==> src/design/ac_remote_manchester_ir_sender_core_assert.svh <==
// Assertion macros for the manchester ir sender core
// Each macro checks one implication, sampled on the rising clock edge
// Depends on nothing; compiled out when SYNTHESIS is defined
`ifndef AC_REMOTE_MANCHESTER_IR_SENDER_CORE_ASSERT_SVH
`define AC_REMOTE_MANCHESTER_IR_SENDER_CORE_ASSERT_SVH

`ifndef SYNTHESIS

// same-cycle implication
`define ACRMS_ASSERT_IMP(lbl, clk_s, rst_n, pre, post) \
	lbl: assert property (@(posedge clk_s) disable iff (!rst_n) (pre) |-> (post)) \
		else $error("acrms: same-cycle check failed");

// next-cycle implication
`define ACRMS_ASSERT_NXT(lbl, clk_s, rst_n, pre, post) \
	lbl: assert property (@(posedge clk_s) disable iff (!rst_n) (pre) |=> (post)) \
		else $error("acrms: next-cycle check failed");

`else

`define ACRMS_ASSERT_IMP(lbl, clk_s, rst_n, pre, post)

`define ACRMS_ASSERT_NXT(lbl, clk_s, rst_n, pre, post)

`endif

`endif

==> src/design/acrms_pkg.sv <==
// Shared types, constants and the command word packing function
// Used by every module of the manchester ir sender core
`timescale 1ns / 1ps
`default_nettype none

package acrms_pkg;

	// packed command layout
	localparam int unsigned PACK_BITS = 34;
	localparam int unsigned WORD_MAX  = 64;

	// temperature biases and fixed low bits
	localparam logic [4:0] SET_TEMP_BIAS   = 5'd15;
	localparam logic [4:0] SENSE_TEMP_BIAS = 5'd5;
	localparam logic [1:0] LOW_BITS_CODE   = 2'd2;

	// waveform segment lengths in units
	localparam logic [2:0] HEAD_UNITS = 3'd3;
	localparam logic [2:0] TAIL_UNITS = 3'd4;

	// register map
	localparam int unsigned REG_UNIT_LEN   = 0;
	localparam logic [15:0] UNIT_LEN_RESET = 16'd1000;

	// waveform segment
	typedef enum logic [2:0] {
		SEG_IDLE,
		SEG_HEAD_MARK,
		SEG_HEAD_SPACE,
		SEG_BITS,
		SEG_TAIL
	} seg_t;

	// queue status seen by both sides
	typedef struct packed {
		logic full;
		logic empty;
	} q_stat_t;

	// one result
	typedef struct packed {
		logic ir_level;
		logic busy;
	} res_t;

	// pack the settings into the command word
	function automatic logic [PACK_BITS-1:0] pack_word(
		input logic       power_wanted,
		input logic       power_actual,
		input logic [2:0] ac_mode,
		input logic [1:0] fan_speed,
		input logic       notify,
		input logic       swing_horizontal,
		input logic       swing_vertical,
		input logic       ifeel_on,
		input logic [5:0] set_temperature,
		input logic [5:0] sensed_temperature,
		input logic       sleep_on
	);
		logic [4:0] temp;
		temp = notify ? (sensed_temperature[4:0] - SENSE_TEMP_BIAS)
			: (set_temperature[4:0] - SET_TEMP_BIAS);
		return {power_wanted ^ power_actual, ac_mode, fan_speed, notify,
			swing_horizontal, swing_vertical, ifeel_on, temp, sleep_on,
			16'd0, LOW_BITS_CODE};
	endfunction

endpackage

`default_nettype wire

==> src/design/ac_remote_manchester_ir_sender_core.sv <==
// Top level of the manchester ir sender: register port, front end, queue, sequencer
// Depends on acrms_pkg, acrms_front, acrms_queue, acrms_back and the assert header
//
//   port group  | direction | handshake
//   cmd_*       | in        | cmd_valid / cmd_stall, one request per accept
//   res_*       | out       | res_valid / res_stall, one result per request
//   apb         | in        | psel / penable / pwrite, pready tied high
//
// One request per clock sustained while res_stall is low; a result appears once its
// request is accepted and has passed the two-entry queue and the result register.
// The unit timer and waveform counters all update together, only when a request is popped.
// res_stall holds the result register; the queue absorbs two more requests before
// cmd_stall rises. Reset clears the sequencer to idle with the pin low.
`timescale 1ns / 1ps
`default_nettype none

`include "ac_remote_manchester_ir_sender_core_assert.svh"

module ac_remote_manchester_ir_sender_core #(
	parameter int unsigned CODE_BITS     = 34,
	parameter int unsigned FRAME_REPEATS = 3
) (
	input  wire         clk,
	input  wire         arst_n,
	// configuration port
	input  wire         psel,
	input  wire         penable,
	input  wire         pwrite,
	input  wire  [2:0]  paddr,
	input  wire  [31:0] pwdata,
	output logic [31:0] prdata,
	output logic        pready,
	// request channel
	input  wire         cmd_valid,
	output logic        cmd_stall,
	input  wire         action,
	input  wire         power_wanted,
	input  wire         power_actual,
	input  wire  [2:0]  ac_mode,
	input  wire  [1:0]  fan_speed,
	input  wire         notify,
	input  wire         swing_horizontal,
	input  wire         swing_vertical,
	input  wire         ifeel_on,
	input  wire  [5:0]  set_temperature,
	input  wire  [5:0]  sensed_temperature,
	input  wire         sleep_on,
	// result channel
	output logic        res_valid,
	input  wire         res_stall,
	output logic        ir_level,
	output logic        busy_res
);
	import acrms_pkg::*;

	logic                 unit_hit;
	logic [15:0]          unit_len_q;
	q_stat_t              q_stat;
	logic                 push;
	logic                 pop;
	logic                 item_send;
	logic [CODE_BITS-1:0] item_word;
	logic [CODE_BITS:0]   q_rd_data;
	res_t                 res;

	// register decode, address bits below the word are byte lanes
	assign unit_hit = (paddr[2] == REG_UNIT_LEN[0]);
	assign pready   = 1'b1;

	always_ff @(posedge clk or negedge arst_n) begin
		if (!arst_n) begin
			unit_len_q <= UNIT_LEN_RESET;
		end else if (psel && penable && pwrite && pready && unit_hit) begin
			unit_len_q <= pwdata[15:0];
		end
	end

	assign prdata = unit_hit ? {16'd0, unit_len_q} : 32'd0;

	// front end
	acrms_front #(
		.CODE_BITS(CODE_BITS)
	) u_front (
		.cmd_valid         (cmd_valid),
		.cmd_stall         (cmd_stall),
		.action            (action),
		.power_wanted      (power_wanted),
		.power_actual      (power_actual),
		.ac_mode           (ac_mode),
		.fan_speed         (fan_speed),
		.notify            (notify),
		.swing_horizontal  (swing_horizontal),
		.swing_vertical    (swing_vertical),
		.ifeel_on          (ifeel_on),
		.set_temperature   (set_temperature),
		.sensed_temperature(sensed_temperature),
		.sleep_on          (sleep_on),
		.q_stat            (q_stat),
		.push              (push),
		.item_send         (item_send),
		.item_word         (item_word)
	);

	// request queue
	acrms_queue #(
		.WIDTH(CODE_BITS + 1)
	) u_queue (
		.clk    (clk),
		.arst_n (arst_n),
		.push   (push),
		.wr_data({item_send, item_word}),
		.pop    (pop),
		.rd_data(q_rd_data),
		.q_stat (q_stat)
	);

	// waveform sequencer
	acrms_back #(
		.CODE_BITS    (CODE_BITS),
		.FRAME_REPEATS(FRAME_REPEATS)
	) u_back (
		.clk      (clk),
		.arst_n   (arst_n),
		.q_stat   (q_stat),
		.item_send(q_rd_data[CODE_BITS]),
		.item_word(q_rd_data[CODE_BITS-1:0]),
		.unit_len (unit_len_q),
		.pop      (pop),
		.res_valid(res_valid),
		.res_stall(res_stall),
		.res      (res)
	);

	assign ir_level = res.ir_level;
	assign busy_res = res.busy;

	// pin is low whenever no transmission is running
	`ACRMS_ASSERT_IMP(a_idle_pin_low, clk, arst_n, res_valid && !busy_res, !ir_level)
	// a held result is never overwritten
	`ACRMS_ASSERT_IMP(a_no_pop_on_held, clk, arst_n, pop, !(res_valid && res_stall))
	// every drained request shows up as a result
	`ACRMS_ASSERT_NXT(a_pop_gives_result, clk, arst_n, pop, res_valid)

endmodule

`default_nettype wire

==> src/design/acrms_front.sv <==
// Front end: takes requests, tells ticks from sends and packs the command word
// Depends on acrms_pkg; feeds acrms_queue
`timescale 1ns / 1ps
`default_nettype none

module acrms_front #(
	parameter int unsigned CODE_BITS = 34
) (
	input  wire                  cmd_valid,
	output logic                 cmd_stall,
	input  wire                  action,
	input  wire                  power_wanted,
	input  wire                  power_actual,
	input  wire [2:0]            ac_mode,
	input  wire [1:0]            fan_speed,
	input  wire                  notify,
	input  wire                  swing_horizontal,
	input  wire                  swing_vertical,
	input  wire                  ifeel_on,
	input  wire [5:0]            set_temperature,
	input  wire [5:0]            sensed_temperature,
	input  wire                  sleep_on,
	input  acrms_pkg::q_stat_t   q_stat,
	output logic                 push,
	output logic                 item_send,
	output logic [CODE_BITS-1:0] item_word
);
	import acrms_pkg::*;

	logic [PACK_BITS-1:0] packed_word;
	logic [WORD_MAX-1:0]  wide_word;

	// back pressure comes straight from the queue
	assign cmd_stall = q_stat.full;
	assign push      = cmd_valid && !q_stat.full;

	// classify and pack
	assign item_send   = action;
	assign packed_word = pack_word(power_wanted, power_actual, ac_mode, fan_speed, notify,
		swing_horizontal, swing_vertical, ifeel_on, set_temperature,
		sensed_temperature, sleep_on);
	assign wide_word = {{(WORD_MAX - PACK_BITS){1'b0}}, packed_word};
	assign item_word = wide_word[CODE_BITS-1:0];

endmodule

`default_nettype wire

==> src/design/acrms_queue.sv <==
// Two-entry queue between the front end and the waveform sequencer
// Depends on acrms_pkg for the status struct
`timescale 1ns / 1ps
`default_nettype none

module acrms_queue #(
	parameter int unsigned WIDTH = 35
) (
	input  wire               clk,
	input  wire               arst_n,
	input  wire               push,
	input  wire  [WIDTH-1:0]  wr_data,
	input  wire               pop,
	output logic [WIDTH-1:0]  rd_data,
	output acrms_pkg::q_stat_t q_stat
);
	import acrms_pkg::*;

	logic [WIDTH-1:0] entry_q [2];
	logic             wr_ptr_q;
	logic             rd_ptr_q;
	logic [1:0]       count_q;

	// entry storage
	always_ff @(posedge clk) begin
		if (push) begin
			entry_q[wr_ptr_q] <= wr_data;
		end
	end

	// pointers and fill level
	always_ff @(posedge clk or negedge arst_n) begin
		if (!arst_n) begin
			wr_ptr_q <= 1'b0;
			rd_ptr_q <= 1'b0;
			count_q  <= 2'd0;
		end else begin
			if (push) begin
				wr_ptr_q <= ~wr_ptr_q;
			end
			if (pop) begin
				rd_ptr_q <= ~rd_ptr_q;
			end
			if (push && !pop) begin
				count_q <= count_q + 2'd1;
			end else if (pop && !push) begin
				count_q <= count_q - 2'd1;
			end
		end
	end

	assign rd_data      = entry_q[rd_ptr_q];
	assign q_stat.full  = count_q[1];
	assign q_stat.empty = (count_q == 2'd0);

endmodule

`default_nettype wire

==> src/design/acrms_back.sv <==
// Back end: waveform sequencer with unit timer and the result register
// Depends on acrms_pkg; drains acrms_queue
`timescale 1ns / 1ps
`default_nettype none

module acrms_back #(
	parameter int unsigned CODE_BITS     = 34,
	parameter int unsigned FRAME_REPEATS = 3
) (
	input  wire                  clk,
	input  wire                  arst_n,
	input  acrms_pkg::q_stat_t   q_stat,
	input  wire                  item_send,
	input  wire [CODE_BITS-1:0]  item_word,
	input  wire [15:0]           unit_len,
	output logic                 pop,
	output logic                 res_valid,
	input  wire                  res_stall,
	output acrms_pkg::res_t      res
);
	import acrms_pkg::*;

	localparam int unsigned BIT_W = $clog2(CODE_BITS);
	localparam int unsigned FC_W  = $clog2(FRAME_REPEATS + 1);
	localparam logic [BIT_W-1:0] BIT_TOP    = BIT_W'(CODE_BITS - 1);
	localparam logic [FC_W:0]    FRAME_LAST = (FC_W + 1)'(FRAME_REPEATS);

	seg_t                 seg_q, seg_d;
	logic [2:0]           units_q, units_d, units_m1;
	logic [15:0]          tick_q, tick_d;
	logic [BIT_W-1:0]     bit_q, bit_d, bit_m1;
	logic                 half_q, half_d;
	logic [FC_W-1:0]      frame_q, frame_d;
	logic [FC_W:0]        frame_inc;
	logic                 pin_q, pin_d;
	logic [CODE_BITS-1:0] word_q, word_d;
	logic [16:0]          tick_inc;
	logic [15:0]          len_eff;
	logic                 unit_done;
	logic                 last_frame;
	logic                 res_valid_q;
	res_t                 res_q;

	// take the next request when the result register is free or draining
	assign pop = !q_stat.empty && (!res_valid_q || !res_stall);

	// unit timer, a zero length acts as one tick
	assign len_eff    = (unit_len == 16'd0) ? 16'd1 : unit_len;
	assign tick_inc   = {1'b0, tick_q} + 17'd1;
	assign unit_done  = (tick_inc >= {1'b0, len_eff});
	assign units_m1   = units_q - 3'd1;
	assign bit_m1     = bit_q - 1'b1;
	assign frame_inc  = {1'b0, frame_q} + 1'b1;
	assign last_frame = (frame_inc >= FRAME_LAST);

	// segment next state
	always_comb begin
		seg_d = seg_q;
		if (pop) begin
			if (item_send) begin
				if (seg_q == SEG_IDLE) begin
					seg_d = SEG_HEAD_MARK;
				end
			end else if (seg_q != SEG_IDLE && unit_done) begin
				unique case (seg_q)
					SEG_HEAD_MARK: begin
						if (units_m1 == 3'd0) seg_d = SEG_HEAD_SPACE;
					end
					SEG_HEAD_SPACE: begin
						if (units_m1 == 3'd0) seg_d = SEG_BITS;
					end
					SEG_BITS: begin
						if (half_q && bit_q == '0) begin
							seg_d = last_frame ? SEG_TAIL : SEG_HEAD_MARK;
						end
					end
					SEG_TAIL: begin
						if (units_m1 == 3'd0) seg_d = SEG_IDLE;
					end
					default: seg_d = SEG_IDLE;
				endcase
			end
		end
	end

	// counters, pin and command word
	always_comb begin
		units_d = units_q;
		tick_d  = tick_q;
		bit_d   = bit_q;
		half_d  = half_q;
		frame_d = frame_q;
		pin_d   = pin_q;
		word_d  = word_q;
		if (pop) begin
			if (item_send) begin
				if (seg_q == SEG_IDLE) begin
					word_d  = item_word;
					units_d = HEAD_UNITS;
					frame_d = '0;
					bit_d   = '0;
					half_d  = 1'b0;
					tick_d  = 16'd0;
					pin_d   = 1'b1;
				end
			end else if (seg_q != SEG_IDLE) begin
				if (unit_done) begin
					tick_d = 16'd0;
					unique case (seg_q)
						SEG_HEAD_MARK: begin
							units_d = units_m1;
							if (units_m1 == 3'd0) begin
								units_d = HEAD_UNITS;
								pin_d   = 1'b0;
							end
						end
						SEG_HEAD_SPACE: begin
							units_d = units_m1;
							if (units_m1 == 3'd0) begin
								bit_d  = BIT_TOP;
								half_d = 1'b0;
								pin_d  = ~word_q[BIT_TOP];
							end
						end
						SEG_BITS: begin
							if (!half_q) begin
								half_d = 1'b1;
								pin_d  = word_q[bit_q];
							end else if (bit_q == '0) begin
								frame_d = frame_inc[FC_W-1:0];
								pin_d   = 1'b1;
								units_d = last_frame ? TAIL_UNITS : HEAD_UNITS;
							end else begin
								bit_d  = bit_m1;
								half_d = 1'b0;
								pin_d  = ~word_q[bit_m1];
							end
						end
						SEG_TAIL: begin
							units_d = units_m1;
							if (units_m1 == 3'd0) pin_d = 1'b0;
						end
						default: pin_d = 1'b0;
					endcase
				end else begin
					tick_d = tick_inc[15:0];
				end
			end
		end
	end

	// sequencer state
	always_ff @(posedge clk or negedge arst_n) begin
		if (!arst_n) begin
			seg_q   <= SEG_IDLE;
			units_q <= 3'd0;
			tick_q  <= 16'd0;
			bit_q   <= '0;
			half_q  <= 1'b0;
			frame_q <= '0;
			pin_q   <= 1'b0;
		end else begin
			seg_q   <= seg_d;
			units_q <= units_d;
			tick_q  <= tick_d;
			bit_q   <= bit_d;
			half_q  <= half_d;
			frame_q <= frame_d;
			pin_q   <= pin_d;
		end
	end

	// command word holds until the next send that is popped while the sequencer is idle
	always_ff @(posedge clk) begin
		word_q <= word_d;
	end

	// result register
	always_ff @(posedge clk or negedge arst_n) begin
		if (!arst_n) begin
			res_valid_q <= 1'b0;
		end else if (pop) begin
			res_valid_q <= 1'b1;
		end else if (!res_stall) begin
			res_valid_q <= 1'b0;
		end
	end

	always_ff @(posedge clk) begin
		if (pop) begin
			res_q.ir_level <= pin_d;
			res_q.busy     <= (seg_d != SEG_IDLE);
		end
	end

	assign res_valid = res_valid_q;
	assign res       = res_q;

endmodule

`default_nettype wire
==> config.mk <==
export PLATFORM = sky130hd
export DESIGN_NAME = ac_remote_manchester_ir_sender_core
export DESIGN_NICKNAME = d
export VERILOG_FILES = /design/src/design/acrms_pkg.sv /design/src/design/ac_remote_manchester_ir_sender_core.sv /design/src/design/acrms_front.sv /design/src/design/acrms_queue.sv /design/src/design/acrms_back.sv
export VERILOG_INCLUDE_DIRS = /design/src /design/src/design
export SDC_FILE = /design/constraint.sdc
export NUM_CORES = 1
export LEC_CHECK = 0
export ABC_AREA = 1
export BUFFER_PORTS_ARGS = -buffer_cell sky130_fd_sc_hd__buf_2
export CAP_MARGIN = 20
export CORE_MARGIN = 2
export CORE_UTILIZATION = 35
export CTS_CLUSTER_SIZE = 28
export DETAILED_ROUTE_END_ITERATION = 8
export GPL_TIMING_DRIVEN = 0
export SYNTH_ARGS = -nofsm -noshare
export SYNTH_HDL_FRONTEND = slang
export SYNTH_SLANG_ARGS = --single-unit
==> constraint.sdc <==
create_clock -name clk -period 4.8 [get_ports clk]
set_input_delay 0.96 -clock clk [delete_from_list [all_inputs] [get_ports clk]]
set_output_delay 0.96 -clock clk [all_outputs]
set_load 0.05 [all_outputs]
==> results by group <==
Placed design
  • Post-DP Area: 6977 sq um
  • DP HPWL: 10350 um
  • Port Buf Inserts: 65
  • Dpl ws: 1.186 ns
  • GP Congestion: 0.8323

Setup path
  • R2r setup slk: 1.16 ns
  • Crit. End Element: flop
  • Delay-heaviest family, CP: simple AND/OR/NAND/NOR gates
  • CP arrival: 3.87 ns
  • Reg2Reg Depth: 20
  • Reg-to-Reg End: u_back.bit_q[0]
  • Reg2reg start: u_back.tick_q[0]
  • Worst path max stage delay: 0.47 ns
  • Required @ worst endpoint: 5.04 ns
  • Critical path type: flop to flop
  • Slowest CP cell: dfrtp_1
  • CP cell instances: ha_1, nand3_2, nor2_1, nand2_1, nor3_1, nand3_1, nor2_1, xor2_1, inv_1, ha_1, nand4_1, nor4_1, nand2_1, nand3_4, inv_4, nand2_8, nand3_4, nor2_4, buf_8, o21ai_2
  • CP Buf/Inv Count: 3
  • Crit path max fanout: 10
  • Startpoint Class: flop
  • Worst path depth: 20

GRT
  • Grt ovf: 0
  • Antenna violations before repair: 0
  • Vias in the first global route: 4616
  • GRT Total Usage: 14.96%
  • First-pass GRT wire length: 22570 um
  • Pin count of the biggest net entering global routing: 34

Hold path
  • Hold path start: u_back.units_q[1]
  • Hold path endpoint: u_back.units_q[1]
  • Worst hold path type: flop to flop
  • Hold Path Depth: 2

Power and ir drop
  • Peak VDD IR: 0.2612 mV
  • Tot Pwr: 3.763 mW
  • PD cells: 516.6 nW/um^2
  • Static Leak: 3.548 nW

Drt
  • Vias: 4994
  • Residual DRC: 0
  • Antenna Violating Nets Remaining: 0
  • Avg WL per Cell: 12.72 um
  • Routed WL: 13580 um
  • Starting DRC count in detailed routing: 347
  • Post-DR vias/cell: 4.676
  • Drt first pass iters: 5

Synthesis
  • Yosys top cell by area: edfxtp_1
  • #FFs+latches synth: 105
  • Ys flop type: edfxtp_1
  • Top cells by area, synth: edfxtp_1 (25%), dfrtp_1 (19%), nand2_1 (11%)
  • Synth top area share: 24.86%
  • Area of the mapped netlist: 6281 sq um
  • Cells after synthesis: 745
  • Seq/Total Area, Yosys: 46.10%
  • Number of synthesized flops with an enable pin: 52
  • Ys Warns: 0
  • Syn_area_per_cell: 8.431 sq um
  • FFs w/ async S/R, synth: 50.48%
  • Yosys cell types: 52

Timing
  • Final cycle utilization of the critical path: 75.81%
  • Fmax: 274.8 MHz
  • RSZ-0062 raised after global routing: false
  • # setup viols final: 0
  • Final WS setup: 1.161 ns
  • Post-layout min period: 3.639 ns
  • Final setup skew: 0.009418 ns
  • Fin. Hold Viols: 0
  • Relative slew slack: 40.71%
  • Fin. max-slew vios: 0
  • Setup TNS: 0 ns
  • Worst slew pin tran: 0.8884 ns

Floorplan
  • Die area: 19030 sq um
  • Die X: 138.0 um
  • IO Pins: 104
  • FP Rows: 48
  • Initial Utilization: 36.06%
  • Core Box Area: 17420 sq um
  • Die Ht: 138.0 um

Clock network
  • Post-CTS Setup Bufs: 0
  • Clock sinks: 105
  • Worst-Skew Late Latency: 0.36 ns
  • Clock-pin slew on the worst setup and hold paths: 0.08 ns
  • CTS tree: yes
  • Num CTS Buffers: 9
  • Clock root cell: clkbuf_16
  • Hold_buf cts: 0
  • CTS resizes: 0
  • Clock buffer depth: 2
  • # H-tree levels: 3

Job
  • Max-cap violations: 0

Outcome
  • Status: completed

Layout
  • Antenna fix cells: 0
  • Final instance area: 7283 sq um
  • Share of cells above drive strength 1: 20.17%
  • Fin nets: 935
  • Area grow syn2layout: 15.96%
==> tightest hold or removal path, stage by stage (launching register included) <==
cell	delay (ns)
dfrtp_1	0.35
nand2_1	0.05
o21ai_1	0.06
==> routing by layer <==
metal | global-route usage [%] | up-vias | part of all wire [%]
li1 | - | 2571 | -
met1 | 22.15 | 2292 | 49
met2 | 22.74 | 115 | 45
met3 | 2.230 | 16 | 4.2
met4 | 4.138 | 0 | 1.1
met5 | 0 | - | 0
==> where the power goes <==
| group | leakage, nW | switching (mW) | internal, mW |
|---|---|---|---|
| clock network | 0.153 | 0.394 | 0.380 |
| logic | 2.27 | 1.14 | 0.529 |
| registers | 1.12 | 0.136 | 1.18 |
==> cell type report <==
| class | instances | area [sq um] |
|---|---|---|
| Sequential cell | 105 | 2895 |
| Multi-Input combinational cell | 510 | 2820 |
| Clock buffer | 9 | 225.2 |
| Fill cell | 1766 | 10130 |
| Clock inverter | 7 | 81.33 |
| Timing Repair Buffer | 67 | 352.8 |
| Tap cell | 225 | 281.5 |
| Buffer | 31 | 193.9 |
| Inverter | 114 | 432.9 |
==> how the worst max path moves through the flow <==
stage	from	to
6_report	u_back.tick_q[0]	u_back.bit_q[0]
5_1_grt	u_back.tick_q[0]	u_back.bit_q[0]
2_1_floorplan	u_back.tick_q[0]	u_back.bit_q[0]
3_3_place_gp	u_back.tick_q[0]	u_back.bit_q[0]
3_5_place_dp	u_back.tick_q[0]	u_back.bit_q[0]
4_1_cts	u_back.tick_q[0]	u_back.bit_q[0]
==> cell families after synthesis <==
| kind of cell | Yosys count | share of synthesized area (%) |
|---|---|---|
| adder cells (fa/ha/maj) | 30 | 5.976 |
| other | 2 | 0.1196 |
| buffers and inverters | 145 | 9.980 |
| AO/OA/AOI/OAI | 108 | 10.74 |
| flip-flops | 105 | 46.10 |
| multiplexers | 1 | 0.1793 |
| AND/OR/NAND/NOR | 333 | 23.98 |
| XOR/XNOR | 21 | 2.928 |
==> stage by stage <==
stage | instances | util, % | hold WS, ns
floorplan | 760 | - | 0.4588
global placement | 1050 | 39.87 | 0.4756
detailed placement | 1052 | 40.06 | 0.4787
CTS | 1068 | 41.82 | 0.4992
global route | 1068 | 41.82 | 0.5302
finish | 1068 | 41.82 | 0.4994
==> layout by cell type, fill, tap and decap left out, types with 3 or more instances in the layout <==
cell,netlist,layout
nand2_1,178,178
inv_1,100,100
nor2_1,75,73
buf_2,2,67
edfxtp_1,52,52
dfrtp_1,47,47
a21oi_1,39,39
ha_1,30,30
o21ai_0,28,28
nand3_1,21,21
nand4_1,19,19
xor2_1,18,18
buf_4,17,18
conb_1,2,17
nand2_2,11,11
clkbuf_1,10,10
inv_2,10,10
o21ai_1,9,9
clkbuf_16,0,9
o21ai_2,8,8
nor2_2,5,7
o22ai_2,7,7
dfstp_2,6,6
nor3_1,5,5
inv_8,0,5
a31oi_1,3,3
xnor2_1,3,3
nor2_4,3,3
or2_2,3,3
nor4_1,3,3
o211ai_1,3,3
==> state kept, by name, indices dropped and copies added, names as in the netlist, 3 cells and up <==
name and count:
u_back.seg_q 3, unit_len_q 16, u_back.units_q 3, u_back.bit_q 6, u_queue.entry_q 34, u_back.tick_q 16, u_back.word_q 16
==> Yosys cell counts (2+ instances only) <==
library cell	number
inv_2	10
dfrtp_1	47
o21ai_2	8
conb_1	2
nor2_8	2
nor3_1	5
o21ai_0	28
nand2_2	11
xor2_1	18
nand3_1	21
or2_2	3
o22ai_2	7
dfstp_2	6
a31oi_1	3
nor4_1	3
clkbuf_1	10
ha_1	30
inv_1	100
nor2_4	3
buf_4	17
nand4_1	19
o211ai_1	3
o21ai_1	9
inv_4	2
o21a_1	2
nand2_1	178
buf_2	2
clkinv_1	2
nor2_1	75
xnor2_1	3
nor2_2	5
edfxtp_1	52
a21oi_1	39
nand3_4	2
Power figures use the tool's default switching activity.
